### config.mk
export PLATFORM = sky130hd
export DESIGN_NAME = swinging_door_compressor_flat
export DESIGN_NICKNAME = d
export VERILOG_FILES = /design/src/sv/sdc_pkg.sv /design/src/sv/sdc_if.sv /design/src/sv/swinging_door_compressor.sv /design/src/sv/sdc_front.sv /design/src/sv/sdc_queue.sv /design/src/sv/sdc_back.sv /design/src/flat_wrapper.sv
export SDC_FILE = /design/constraint.sdc
export NUM_CORES = 2
export LEC_CHECK = 0
export BUFFER_PORTS_ARGS = -buffer_cell sky130_fd_sc_hd__buf_2
export CAP_MARGIN = 20
export CORE_MARGIN = 8
export CORE_UTILIZATION = 60
export CTS_BUF_LIST = sky130_fd_sc_hd__clkbuf_8
export CTS_CLUSTER_DIAMETER = 40
export CTS_CLUSTER_SIZE = 12
export DETAILED_ROUTE_END_ITERATION = 7
export PLACE_DENSITY = 0.77
export SLEW_MARGIN = 25
export SYNTH_ARGS = -nofsm -noshare
export SYNTH_HDL_FRONTEND = slang
export SYNTH_SLANG_ARGS = --single-unit
### constraint.sdc
create_clock -name clk_i -period 13.07 [get_ports clk_i]
set_input_delay 0 -clock clk_i [delete_from_list [all_inputs] [get_ports clk_i]]
set_output_delay 0 -clock clk_i [all_outputs]
set_load 0.02 [all_outputs]
### src/sv/sdc_pkg.sv
// Shared types, constants and compare helpers of the swinging door compressor.
package sdc_pkg;

  localparam int TIME_BITS = 32;
  localparam logic [31:0] TIME_MASK =
    (TIME_BITS >= 32) ? 32'hFFFF_FFFF : 32'((64'd1 << TIME_BITS) - 64'd1);
  localparam int QUEUE_DEPTH = 2;

  typedef enum logic [1:0] {
    KIND_FIRST,
    KIND_SECOND,
    KIND_REST
  } kind_e;

  typedef struct packed {
    logic [31:0]        sample_time;
    logic signed [31:0] sample_value;
    logic [7:0]         sample_quality;
    logic               batch_last;
    kind_e              kind;
  } item_t;

  typedef enum logic [1:0] {
    CMP_LT,
    CMP_EQ,
    CMP_GT
  } cmp_e;

  typedef enum logic [3:0] {
    ST_IDLE,
    ST_FIRST,
    ST_SLOPE,
    ST_L1,
    ST_L2,
    ST_U1,
    ST_U2,
    ST_UC,
    ST_C1,
    ST_C2,
    ST_CC,
    ST_CLOSE,
    ST_RESTART,
    ST_FINAL
  } state_e;

  function automatic logic [33:0] mag(input logic signed [33:0] x);
    mag = x[33] ? 34'(-x) : 34'(x);
  endfunction

  // sign of a*b - c*d given m1 = |a|*b and m2 = |c|*d, b and d positive
  function automatic cmp_e cross_cmp(input logic signed [33:0] a,
                                     input logic signed [33:0] c,
                                     input logic [65:0] m1,
                                     input logic [65:0] m2);
    logic signed [1:0] sa;
    logic signed [1:0] sc;
    cmp_e r;
    sa = a[33] ? -2'sd1 : ((a == '0) ? 2'sd0 : 2'sd1);
    sc = c[33] ? -2'sd1 : ((c == '0) ? 2'sd0 : 2'sd1);
    if (m1 > m2) r = CMP_GT;
    else if (m1 < m2) r = CMP_LT;
    else r = CMP_EQ;
    if (sa != sc) begin
      cross_cmp = (sa > sc) ? CMP_GT : CMP_LT;
    end else if (sa == 2'sd0) begin
      cross_cmp = CMP_EQ;
    end else if (sa < 2'sd0) begin
      cross_cmp = (r == CMP_GT) ? CMP_LT : ((r == CMP_LT) ? CMP_GT : CMP_EQ);
    end else begin
      cross_cmp = r;
    end
  endfunction

endpackage

### src/sv/sdc_if.sv
// Valid/ready stream interfaces for samples in and retained points out.
interface sdc_in_if;
  logic               valid;
  logic               ready;
  logic [31:0]        sample_time;
  logic signed [31:0] sample_value;
  logic [7:0]         sample_quality;
  logic               batch_last;

  modport source (output valid, sample_time, sample_value, sample_quality, batch_last,
                  input ready);
  modport sink (input valid, sample_time, sample_value, sample_quality, batch_last,
                output ready);
endinterface

interface sdc_out_if;
  logic               valid;
  logic               ready;
  logic [31:0]        kept_time;
  logic signed [31:0] kept_value;
  logic [7:0]         kept_quality;
  logic               batch_end;

  modport source (output valid, kept_time, kept_value, kept_quality, batch_end,
                  input ready);
  modport sink (input valid, kept_time, kept_value, kept_quality, batch_end,
                output ready);
endinterface

### src/sv/swinging_door_compressor.sv
// Swinging door trending compressor. The first sample of a batch goes through ST_FIRST. A
// later sample whose time is not after the anchor goes from ST_SLOPE to ST_FINAL. Others
// run the L, U and C compares, plus ST_CLOSE and ST_RESTART when they close the slope
// envelope; waiting on the output register stalls these. The one shared 34x32 multiplier
// forms the six cross products of the three slope compares in turn. A small queue lets
// the input side keep taking samples while the back end works. Up to two retained points
// leave per sample. The user must write the tolerance register while idle; not enforced.
module swinging_door_compressor #(
  parameter int QUEUE_DEPTH = sdc_pkg::QUEUE_DEPTH
) (
  input  logic        clk_i,
  input  logic        rst_ni,
  input  logic        cfg_we_i,
  input  logic [30:0] cfg_wdata_i,
  sdc_in_if.sink      in_i,
  sdc_out_if.source   out_o
);

  logic           q_push, q_full, q_pop, q_valid;
  sdc_pkg::item_t q_wdata, q_rdata;

  sdc_front u_front (
    .clk_i    (clk_i),
    .rst_ni   (rst_ni),
    .in_i     (in_i),
    .q_full_i (q_full),
    .q_push_o (q_push),
    .q_data_o (q_wdata)
  );

  sdc_queue #(
    .DEPTH (QUEUE_DEPTH)
  ) u_queue (
    .clk_i   (clk_i),
    .rst_ni  (rst_ni),
    .push_i  (q_push),
    .data_i  (q_wdata),
    .full_o  (q_full),
    .pop_i   (q_pop),
    .valid_o (q_valid),
    .data_o  (q_rdata)
  );

  sdc_back u_back (
    .clk_i       (clk_i),
    .rst_ni      (rst_ni),
    .cfg_we_i    (cfg_we_i),
    .cfg_wdata_i (cfg_wdata_i),
    .q_valid_i   (q_valid),
    .q_data_i    (q_rdata),
    .q_pop_o     (q_pop),
    .out_o       (out_o)
  );

endmodule

### src/sv/sdc_front.sv
// Front end: accepts samples, masks time and tags each with its batch position.
module sdc_front (
  input  logic          clk_i,
  input  logic          rst_ni,
  sdc_in_if.sink        in_i,
  input  logic          q_full_i,
  output logic          q_push_o,
  output sdc_pkg::item_t q_data_o
);

  sdc_pkg::kind_e pos_q, pos_d;

  assign in_i.ready = !q_full_i;
  assign q_push_o   = in_i.valid && !q_full_i;

  always_comb begin
    q_data_o.sample_time    = in_i.sample_time & sdc_pkg::TIME_MASK;
    q_data_o.sample_value   = in_i.sample_value;
    q_data_o.sample_quality = in_i.sample_quality;
    q_data_o.batch_last     = in_i.batch_last;
    q_data_o.kind           = pos_q;
  end

  always_comb begin
    pos_d = pos_q;
    if (q_push_o) begin
      if (in_i.batch_last) pos_d = sdc_pkg::KIND_FIRST;
      else if (pos_q == sdc_pkg::KIND_FIRST) pos_d = sdc_pkg::KIND_SECOND;
      else pos_d = sdc_pkg::KIND_REST;
    end
  end

  always_ff @(posedge clk_i or negedge rst_ni) begin
    if (!rst_ni) pos_q <= sdc_pkg::KIND_FIRST;
    else pos_q <= pos_d;
  end

endmodule

### src/sv/sdc_queue.sv
// Short item queue between front and back end.
module sdc_queue #(
  parameter int DEPTH = sdc_pkg::QUEUE_DEPTH
) (
  input  logic           clk_i,
  input  logic           rst_ni,
  input  logic           push_i,
  input  sdc_pkg::item_t data_i,
  output logic           full_o,
  input  logic           pop_i,
  output logic           valid_o,
  output sdc_pkg::item_t data_o
);

  localparam int AW = (DEPTH > 1) ? $clog2(DEPTH) : 1;
  localparam int CW = $clog2(DEPTH + 1);

  sdc_pkg::item_t mem_q [DEPTH];
  logic [AW-1:0] wr_q, rd_q;
  logic [CW-1:0] cnt_q;

  assign full_o  = (cnt_q == CW'(DEPTH));
  assign valid_o = (cnt_q != '0);
  assign data_o  = mem_q[rd_q];

  always_ff @(posedge clk_i) begin
    if (push_i) mem_q[wr_q] <= data_i;
  end

  always_ff @(posedge clk_i or negedge rst_ni) begin
    if (!rst_ni) begin
      wr_q  <= '0;
      rd_q  <= '0;
      cnt_q <= '0;
    end else begin
      if (push_i) wr_q <= (wr_q == AW'(DEPTH - 1)) ? '0 : wr_q + 1'b1;
      if (pop_i) rd_q <= (rd_q == AW'(DEPTH - 1)) ? '0 : rd_q + 1'b1;
      if (push_i && !pop_i) cnt_q <= cnt_q + 1'b1;
      else if (pop_i && !push_i) cnt_q <= cnt_q - 1'b1;
    end
  end

endmodule

### src/sv/sdc_back.sv
// Back end: slope envelope sequencer on one shared multiplier, output register.
module sdc_back (
  input  logic           clk_i,
  input  logic           rst_ni,
  input  logic           cfg_we_i,
  input  logic [30:0]    cfg_wdata_i,
  input  logic           q_valid_i,
  input  sdc_pkg::item_t q_data_i,
  output logic           q_pop_o,
  sdc_out_if.source      out_o
);

  sdc_pkg::state_e state_q, state_d;

  logic [30:0]        tol_q;
  sdc_pkg::item_t     it_q;
  logic [31:0]        at_q, ct_q, let_q, dt_q, ld_q, ud_q;
  logic signed [31:0] av_q, cv_q;
  logic [7:0]         cq_q;
  logic signed [33:0] lo_q, up_q, ln_q, un_q;
  logic [1:0]         open_q;    // [0] lower unbounded, [1] upper unbounded
  logic [65:0]        p_q, p1_q;

  logic               out_vld_q;
  logic [31:0]        out_t_q;
  logic signed [31:0] out_v_q;
  logic [7:0]         out_qual_q;
  logic               out_end_q;

  logic               out_free, after, final_emit;
  logic [33:0]        ma;
  logic [31:0]        mb;
  logic signed [33:0] diff, lo_n, up_n, two_e;
  logic               l_upd, u_upd, closes;
  logic               ld_first, ld_close, ld_final;

  assign out_free   = !out_vld_q || out_o.ready;
  assign after      = it_q.sample_time > at_q;
  assign final_emit = it_q.batch_last && (ct_q != let_q);

  assign two_e = {2'b00, tol_q, 1'b0};
  assign diff  = 34'(it_q.sample_value) - 34'(av_q);
  assign lo_n  = diff - two_e;
  assign up_n  = diff + two_e;

  assign l_upd  = open_q[0] ||
                  (sdc_pkg::cross_cmp(lo_q, ln_q, p1_q, p_q) == sdc_pkg::CMP_GT);
  assign u_upd  = open_q[1] ||
                  (sdc_pkg::cross_cmp(up_q, un_q, p1_q, p_q) == sdc_pkg::CMP_LT);
  assign closes = (sdc_pkg::cross_cmp(ln_q, un_q, p1_q, p_q) == sdc_pkg::CMP_GT);

  // next state
  always_comb begin
    state_d = state_q;
    case (state_q)
      sdc_pkg::ST_IDLE: begin
        if (q_valid_i) begin
          state_d = (q_data_i.kind == sdc_pkg::KIND_FIRST) ? sdc_pkg::ST_FIRST
                                                           : sdc_pkg::ST_SLOPE;
        end
      end
      sdc_pkg::ST_FIRST:   if (out_free) state_d = sdc_pkg::ST_IDLE;
      sdc_pkg::ST_SLOPE:   state_d = after ? sdc_pkg::ST_L1 : sdc_pkg::ST_FINAL;
      sdc_pkg::ST_L1:      state_d = sdc_pkg::ST_L2;
      sdc_pkg::ST_L2:      state_d = sdc_pkg::ST_U1;
      sdc_pkg::ST_U1:      state_d = sdc_pkg::ST_U2;
      sdc_pkg::ST_U2:      state_d = sdc_pkg::ST_UC;
      sdc_pkg::ST_UC:      state_d = sdc_pkg::ST_C1;
      sdc_pkg::ST_C1:      state_d = sdc_pkg::ST_C2;
      sdc_pkg::ST_C2:      state_d = sdc_pkg::ST_CC;
      sdc_pkg::ST_CC:      state_d = closes ? sdc_pkg::ST_CLOSE : sdc_pkg::ST_FINAL;
      sdc_pkg::ST_CLOSE:   if (out_free) state_d = sdc_pkg::ST_RESTART;
      sdc_pkg::ST_RESTART: state_d = sdc_pkg::ST_FINAL;
      sdc_pkg::ST_FINAL: begin
        if (!final_emit || out_free) state_d = sdc_pkg::ST_IDLE;
      end
      default:             state_d = sdc_pkg::ST_IDLE;
    endcase
  end

  // outputs of the sequencer
  always_comb begin
    q_pop_o  = 1'b0;
    ld_first = 1'b0;
    ld_close = 1'b0;
    ld_final = 1'b0;
    ma       = sdc_pkg::mag(lo_q);
    mb       = ld_q;
    case (state_q)
      sdc_pkg::ST_IDLE:  q_pop_o  = q_valid_i;
      sdc_pkg::ST_FIRST: ld_first = out_free;
      sdc_pkg::ST_L1: begin
        ma = sdc_pkg::mag(lo_q);
        mb = ld_q;
      end
      sdc_pkg::ST_L2: begin
        ma = sdc_pkg::mag(ln_q);
        mb = dt_q;
      end
      sdc_pkg::ST_U1: begin
        ma = sdc_pkg::mag(up_q);
        mb = ud_q;
      end
      sdc_pkg::ST_U2: begin
        ma = sdc_pkg::mag(un_q);
        mb = dt_q;
      end
      sdc_pkg::ST_C1: begin
        ma = sdc_pkg::mag(ln_q);
        mb = ud_q;
      end
      sdc_pkg::ST_C2: begin
        ma = sdc_pkg::mag(un_q);
        mb = ld_q;
      end
      sdc_pkg::ST_CLOSE: ld_close = out_free;
      sdc_pkg::ST_FINAL: ld_final = final_emit && out_free;
      default: ;
    endcase
  end

  always_ff @(posedge clk_i) begin
    p_q  <= ma * mb;
    p1_q <= p_q;

    if (q_pop_o) begin
      it_q <= q_data_i;
      if (q_data_i.kind == sdc_pkg::KIND_SECOND) begin
        ct_q <= q_data_i.sample_time;
        cv_q <= q_data_i.sample_value;
        cq_q <= q_data_i.sample_quality;
      end
    end

    case (state_q)
      sdc_pkg::ST_FIRST: begin
        if (out_free) begin
          at_q  <= it_q.sample_time;
          av_q  <= it_q.sample_value;
          let_q <= it_q.sample_time;
        end
      end
      sdc_pkg::ST_SLOPE: begin
        dt_q <= it_q.sample_time - at_q;
        lo_q <= lo_n;
        up_q <= up_n;
      end
      sdc_pkg::ST_U1: begin
        if (l_upd) begin
          ln_q <= lo_q;
          ld_q <= dt_q;
        end
      end
      sdc_pkg::ST_UC: begin
        if (u_upd) begin
          un_q <= up_q;
          ud_q <= dt_q;
        end
      end
      sdc_pkg::ST_CC: begin
        if (!closes) begin
          ct_q <= it_q.sample_time;
          cv_q <= it_q.sample_value;
          cq_q <= it_q.sample_quality;
        end
      end
      sdc_pkg::ST_CLOSE: begin
        if (out_free) begin
          at_q  <= ct_q;
          av_q  <= cv_q;
          let_q <= ct_q;
          ct_q  <= it_q.sample_time;
          cv_q  <= it_q.sample_value;
          cq_q  <= it_q.sample_quality;
        end
      end
      sdc_pkg::ST_RESTART: begin
        // envelope restarts from the sample that closed it
        if (after) begin
          ln_q <= lo_n;
          un_q <= up_n;
          ld_q <= it_q.sample_time - at_q;
          ud_q <= it_q.sample_time - at_q;
        end
      end
      sdc_pkg::ST_FINAL: begin
        if (ld_final) let_q <= ct_q;
      end
      default: ;
    endcase

    if (ld_first) begin
      out_t_q    <= it_q.sample_time;
      out_v_q    <= it_q.sample_value;
      out_qual_q <= it_q.sample_quality;
      out_end_q  <= it_q.batch_last;
    end else if (ld_close || ld_final) begin
      out_t_q    <= ct_q;
      out_v_q    <= cv_q;
      out_qual_q <= cq_q;
      out_end_q  <= ld_final;
    end
  end

  always_ff @(posedge clk_i or negedge rst_ni) begin
    if (!rst_ni) begin
      state_q   <= sdc_pkg::ST_IDLE;
      tol_q     <= '0;
      open_q    <= 2'b11;
      out_vld_q <= 1'b0;
    end else begin
      state_q <= state_d;
      if (cfg_we_i) tol_q <= cfg_wdata_i;
      if (ld_first || ld_close) open_q <= 2'b11;
      else if (state_q == sdc_pkg::ST_UC) open_q <= 2'b00;
      else if (state_q == sdc_pkg::ST_RESTART && after) open_q <= 2'b00;
      if (ld_first || ld_close || ld_final) out_vld_q <= 1'b1;
      else if (out_o.ready) out_vld_q <= 1'b0;
    end
  end

  assign out_o.valid        = out_vld_q;
  assign out_o.kept_time    = out_t_q;
  assign out_o.kept_value   = out_v_q;
  assign out_o.kept_quality = out_qual_q;
  assign out_o.batch_end    = out_end_q;

endmodule
### src/flat_wrapper.sv
// flat-port wrapper written by rule: the top's interface ports become plain ports
module swinging_door_compressor_flat 
#(
  parameter int QUEUE_DEPTH = sdc_pkg::QUEUE_DEPTH
)
  (clk_i, rst_ni, cfg_we_i, cfg_wdata_i, in_i_valid, in_i_sample_time, in_i_sample_value, in_i_sample_quality, in_i_batch_last, in_i_ready, out_o_valid, out_o_kept_time, out_o_kept_value, out_o_kept_quality, out_o_batch_end, out_o_ready);
  sdc_in_if in_i_i ();
  sdc_out_if out_o_i ();
  input  logic clk_i;
  input  logic rst_ni;
  input  logic cfg_we_i;
  input  logic [30:0] cfg_wdata_i;
  input wire logic [$bits(in_i_i.valid)-1:0] in_i_valid;
  input wire logic [$bits(in_i_i.sample_time)-1:0] in_i_sample_time;
  input wire logic [$bits(in_i_i.sample_value)-1:0] in_i_sample_value;
  input wire logic [$bits(in_i_i.sample_quality)-1:0] in_i_sample_quality;
  input wire logic [$bits(in_i_i.batch_last)-1:0] in_i_batch_last;
  output wire logic [$bits(in_i_i.ready)-1:0] in_i_ready;
  output wire logic [$bits(out_o_i.valid)-1:0] out_o_valid;
  output wire logic [$bits(out_o_i.kept_time)-1:0] out_o_kept_time;
  output wire logic [$bits(out_o_i.kept_value)-1:0] out_o_kept_value;
  output wire logic [$bits(out_o_i.kept_quality)-1:0] out_o_kept_quality;
  output wire logic [$bits(out_o_i.batch_end)-1:0] out_o_batch_end;
  input wire logic [$bits(out_o_i.ready)-1:0] out_o_ready;
  assign in_i_i.valid = in_i_valid;
  assign in_i_i.sample_time = in_i_sample_time;
  assign in_i_i.sample_value = in_i_sample_value;
  assign in_i_i.sample_quality = in_i_sample_quality;
  assign in_i_i.batch_last = in_i_batch_last;
  assign in_i_ready = in_i_i.ready;
  assign out_o_valid = out_o_i.valid;
  assign out_o_kept_time = out_o_i.kept_time;
  assign out_o_kept_value = out_o_i.kept_value;
  assign out_o_kept_quality = out_o_i.kept_quality;
  assign out_o_batch_end = out_o_i.batch_end;
  assign out_o_i.ready = out_o_ready;
  swinging_door_compressor #(.QUEUE_DEPTH(QUEUE_DEPTH)) u_core (.clk_i(clk_i), .rst_ni(rst_ni), .cfg_we_i(cfg_we_i), .cfg_wdata_i(cfg_wdata_i), .in_i(in_i_i), .out_o(out_o_i));
endmodule
== Word-level counts from Yosys, hierarchy flattened ==
Memory sizes are Yosys's and may differ from the RTL's.
Index checks and enable logic that the tools add are counted.
Word-level totals
  memories kept: 1
  input port bits: 109
  RAM bits: 150
  register bits: 722
  output and inout bits: 75
  logic and storage cells: 229
Operators by class
  order comparisons: 9
  multiply operators: 1
  $add $sub $neg: 12
  mux-type cells: 97
  reductions and logical operators: 48
  equality and inequality tests: 30
Memory list
  u_core.u_queue.mem_q: depth 2, bits a word 75, read ports 1, clocked after memory_dff 0, wr ports 1, RTL line sdc_queue.sv:18  | sdc_pkg::item_t mem_q [DEPTH];
Operators by type and width (count)
  2-to-1 mux 32 bit: 20
  case mux 32 bit (2 select lines): 7
  2-to-1 mux 34 bit: 8
  zero test 34 bit: 4
  negator 34 bit: 4
  case mux 34 bit (2 select lines): 2
  case mux 34 bit (3 select lines): 1
  case mux 32 bit (3 select lines): 1
  greater-than comparator 66 bit: 1
  < comparator 66 bit: 1
  multiplier 34 x 32 -> 66 bit: 1
  case mux 4 bit (14 select lines): 1
  2-to-1 mux 2 bit: 27
  2-to-1 mux 8 bit: 6
  adder 33 x 33 -> 34 bit: 1
  subtractor 33 x 33 -> 34 bit: 1
  subtractor 32 x 32 -> 33 bit: 1
  greater-than comparator 32 bit: 1
  != test 32 bit: 1
  subtractor 32 bit: 1
  equality test 4 bit (second input constant): 6
  2-to-1 mux 4 bit: 5
  2-to-1 mux 1 bit: 17
  equality test 4 x 3 -> 1 bit (second input constant): 4
  23 further kinds: 75

== Longest topological paths before layout ==
  depth after elaboration: 13
  depth in mapped cells: 42
  mapped depth without buffers: 40

== Cells and area by module ==
A second synthesis with hierarchy kept.
Unflattened totals
  cell total of the unflattened synthesis: 7512
  area, all modules: 77901.0 µm²
Modules (own cells, without submodules)
  sdc_back: times used 1, area each 71491.1 µm², sequential area each 19184.6 µm², cells an instance 7182
  sdc_queue: times used 1, area each 5755.5 µm², sequential area each 4604.4 µm², cells an instance 249
  sdc_front: times used 1, area each 654.4 µm², sequential area each 50.0 µm², cells an instance 81

== Worst setup path before layout ==
No wires, ideal clock.
  path kind: flip-flop to flip-flop
  start: register u_core.u_back.lo_q[1]
  end: register u_core.u_back.p_q[51]
  stages on the path, launching flop included: 38
  setup time: 0.120 ns
  period minus slack after synthesis: 10.509 ns
  arrival time: 10.389 ns
  path slack: 2.561 ns
  cells stage by stage: edfxtp_1 -> inv_1 -> ha_1 -> nor2b_1 -> nand2_1 -> or4_1 -> or4_1 -> or2_2 -> or4_1 -> o21ai_0 -> xor2_1 -> o22ai_1 -> nor3_1 -> clkbuf_1 -> nor2_1 -> fa_1 -> fa_1 -> inv_1 -> (+2 left out) -> inv_1 -> fa_1 -> fa_1 -> fa_1 -> inv_1 -> fa_1 -> inv_1 -> ha_1 -> nand2_1 -> or3_1 -> or4_1 -> o21ai_0 -> a21oi_1 -> a21o_1 -> nand2b_1 -> o31ai_1 -> a21boi_0 -> xnor2_1
On the way
  longest elaborated chain between the ends: 4
RTL lines
  from (decl): RTL line sdc_back.sv:20  | logic signed [33:0] lo_q, up_q, ln_q, un_q;
  from (signal assigned): RTL line sdc_back.sv:145  | lo_q <= lo_n;
  negator 34 bit: RTL line sdc_pkg.sv:47  | mag = x[33] ? 34'(-x) : 34'(x);
  2-to-1 mux 34 bit *: RTL line sdc_pkg.sv:47
  case mux 34 bit (3 select lines) *: RTL line sdc_back.sv:89  | case (state_q)
  multiplier 34 x 32 -> 66 bit *: RTL line sdc_back.sv:123  | p_q <= ma * mb;
  to (signal assigned): RTL line sdc_back.sv:123
  to (decl): RTL line sdc_back.sv:22  | logic [65:0] p_q, p1_q;
Every way passes the cells marked *; elsewhere a longest branch is shown, timed or not.
A chain may end at the register's enable or synchronous reset.

== Worst setup path after layout ==
  start: register u_core.u_back.state_q[3]
  end: register u_core.u_back.p_q[65]
On the way
  longest elaborated chain between the ends: 4
  elaborated cells between the ends (all ways): 12
  those cells by class: mul (1); eq/ne (5); mux (2); reduce/logical (4)
RTL lines
  from (decl): RTL line sdc_back.sv:13  | sdc_pkg::state_e state_q, state_d;
  from (signal assigned): RTL line sdc_back.sv:207  | state_q <= sdc_pkg::ST_IDLE;
  from (signal assigned): RTL line sdc_back.sv:212  | state_q <= state_d;
  equality test 4 bit or equality test 4 x 3 -> 1 bit (tied branches): RTL line sdc_back.sv:89
  OR reduction 2 bit (no line)
  case mux 34 bit (3 select lines) or case mux 32 bit (2 select lines) (tied branches): RTL line sdc_back.sv:89
  multiplier 34 x 32 -> 66 bit *: RTL line sdc_back.sv:123
Marks and branches as above.

==> key figures <==
Clock tree
  • Clk_lat worst skew: 0.89 ns
  • Clock transition at the registers of the reported paths: 0.08 ns
  • Maximum buffer depth of the clock tree: 3
  • H-tree depth: 3
  • Clock Sinks: 869
  • CTS Buf Count: 112
  • Hold_buf cts: 268
  • Post-cts resize count: 0
  • Root Buffer: clkbuf_8
  • CTS tree: done
  • Setup bufs post-CTS: 0

Critical path
  • CP arrival: 12.53 ns
  • Most frequent CP cell: fa_1
  • CP peak stage delay: 0.74 ns
  • Worst endpoint required time: 13.75 ns
  • Crit start category: register
  • Reg2Reg Depth: 30
  • CP max FO: 22
  • Crit Path Class: register to register
  • Worst r2r src: u_core.u_back.state_q[3]
  • Critical path's slowest cell: a221oi_2
  • Reg2reg end: u_core.u_back.p_q[65]
  • FF-to-FF setup slack: 1.23 ns
  • CP Capture Type: register

Logic synthesis
  • Area leader, netlist: fa_1
  • Post-Syn Area: 0.0772 sq mm
  • Register area share after synthesis: 0.309
  • Ys async rst share: 0.0495
  • Syn Nets: 9310
  • Avg Cell Area, Syn: 9.94 sq um
  • Cells after synthesis: 7770
  • Ys Warns: 0
  • Synth Flop Type: edfxtp_1
  • Top-area cell type share of the netlist area: 0.250
  • EDFF count, synth: 622
  • Synthesis-stage register bit count: 869
  • Cell variety after synth: 82
  • Largest cells by area after synthesis: fa_1, edfxtp_1, ha_1

Timing
  • Pins Over Slew Limit: 0
  • Period utilization: 0.906
  • Tmin final: 11.84 ns
  • Final hold violation count: 0
  • Final hold slack: 0.0647 ns
  • Worst slew margin relative to its limit: 0.229
  • Final setup skew: 0.101 ns
  • Max Clock Freq: 84.4 MHz
  • Worst-margin pin slew: 1.16 ns
  • # setup viols final: 0
  • RSZ-0062 raised after global routing: no
  • Setup TNS: 0 ns

Worst hold path
  • Hold Path Depth: 4
  • Min-delay worst type: primary input to register
  • Hold Path End: u_core.u_front.pos_q[0]
  • Hold_sp: in_i_batch_last

Global routing
  • Tot GR Track Use: 0.325
  • Vias in the first global route: 60.9k
  • Total gr overflow: 0
  • Initial antenna violation count: 11
  • Pin count of the biggest net entering global routing: 81
  • Global-route wire length before repair: 352 mm

Floorplan
  • Die footprint: 0.140 sq mm
  • Row cnt: 131
  • Core area: 0.128 sq mm
  • DIE HEIGHT: 375 um
  • Die Width: 375 um
  • Initial Util: 0.605
  • Num ports: 184

Cells and area
  • Share of layout cells above drive strength 1: 0.0970
  • Most common cell after layout, fill and taps aside: inv_1
  • Area Growth Syn to Fin: 11.0%
  • Final nets: 9665
  • # fillers: 9596
  • Commonest cells after routing, fill and taps aside: inv_1, fa_1, nand2_1

Drt
  • Average wire per standard cell: 23.4 um
  • DRT antenna net count: 0
  • DRT iter0 DRCs: 6319
  • Detailed-route DRC error count: 0
  • Final WL: 231 mm
  • Routed via count: 58.9k
  • 1st-pass router iterations: 6
  • Via density: 5.96

Placement
  • # port buffers: 183
  • Post-DP HPWL: 168 mm
  • Final GP Congestion: 1.04

Flow run
  • Max cap viols: 0

Status
  • Status: finished clean
-- worst max path at each step --
stage | from | endpoint | slack, ns | cells past startpoint
after floorplan | u_core.u_back.lo_q[1] | u_core.u_back.p_q[51] | 2.56 | 37
after detailed placement | u_core.u_back.state_q[3] | u_core.u_back.p_q[65] | 1.59 | 30
final | u_core.u_back.state_q[3] | u_core.u_back.p_q[65] | 1.23 | 30
after global placement | u_core.u_back.state_q[3] | u_core.u_back.p_q[65] | 1.83 | 30
after global routing | u_core.u_back.lo_q[1] | u_core.u_back.p_q[51] | 0.85 | 36
after CTS | u_core.u_back.state_q[3] | u_core.u_back.p_q[65] | 1.48 | 30
-- final cells by class --
cell class              count  area, sq um  area share
flip-flops and latches    869        23800       0.278
clock buffers             116         1600      0.0186
multi-input cells        5217        47500       0.554
diodes                     15         37.5    0.000438
inverters                1327         4980      0.0581
repair buffers            598         4730      0.0552
clock inverters            91          938      0.0110
well taps                1662         2080      0.0243
-- routing by layer --
layer / track usage / up-vias / part of all wire
li1: - / 25800 / -
met1: 0.406 / 28800 / 0.37
met2: 0.509 / 3477 / 0.45
met3: 0.0974 / 859 / 0.12
met4: 0.174 / 4 / 0.066
met5: 0 / - / 0.00011
-- cells by family (layout without fill, tap and decap cells) --
kind of cell / after synthesis / count (layout) / share of synthesized area
XOR/XNOR: 336 / 336 / 0.0381
other: 0 / 15 / 0
multiplexers: 325 / 325 / 0.0450
AND/OR/NAND/NOR: 2175 / 2175 / 0.121
buffers and inverters: 1684 / 2132 / 0.0821
AO/OA/AOI/OAI: 950 / 950 / 0.0797
adder cells (fa/ha/maj): 1431 / 1431 / 0.326
flip-flops: 869 / 869 / 0.309
-- sequential cells by signal, indices dropped and copies added (netlist names), 34 cells and up --
name,cells
u_core.u_back.it_q,73
u_core.u_back.ln_q,34
u_core.u_back.lo_q,34
u_core.u_back.p1_q,66
u_core.u_back.p_q,66
u_core.u_back.un_q,34
u_core.u_queue.mem_q,150
-- worst max-delay path, delay by kind of cell, from the launching register on --
| kind | cells | cell delay, ns |
|---|---|---|
| fa+ha+maj | 9 | 4.76 |
| buf+inv | 5 | 0.76 |
| mux | 1 | 0.25 |
| xor+xnor | 1 | 0.15 |
| simple gates | 6 | 2.21 |
| compound gates | 8 | 2.77 |
| flops | 1 | 0.70 |
-- through the flow --
step / utilization / setup slack [ns] / cells / instance area [sq um]
2_1_floorplan: - / 2.56 / 7770 / 77200
3_3_place_gp: 0.630 / 1.83 / 9403 / 80400
3_5_place_dp: 0.630 / 1.59 / 9405 / 80400
4_1_cts: 0.671 / 1.48 / 9880 / 85700
5_1_grt: 0.671 / 0.850 / 9885 / 85700
6_report: 0.671 / 1.23 / 9895 / 85700
-- synthesized netlist by cell type, drive strengths merged, types with 24 or more instances --
cell type	instances
or3	46
clkbuf	336
nor4	35
a221o	37
mux2	174
o31ai	51
o41ai	24
a21o	114
fa	963
xnor2	169
dfrtp	42
a21oi	199
nand4	48
inv	1327
nor2b	36
nor3	51
o21bai	29
dfxtp	204
xor2	167
a221oi	39
and2	61
nor2	796
nand3	35
mux2i	151
or4	38
edfxtp	622
nand2b	48
o21ai	289
ha	468
nand2	928
Power is not shown: default switching activity piles up to over one toggle a cycle in this logic, so the estimate is an artifact.
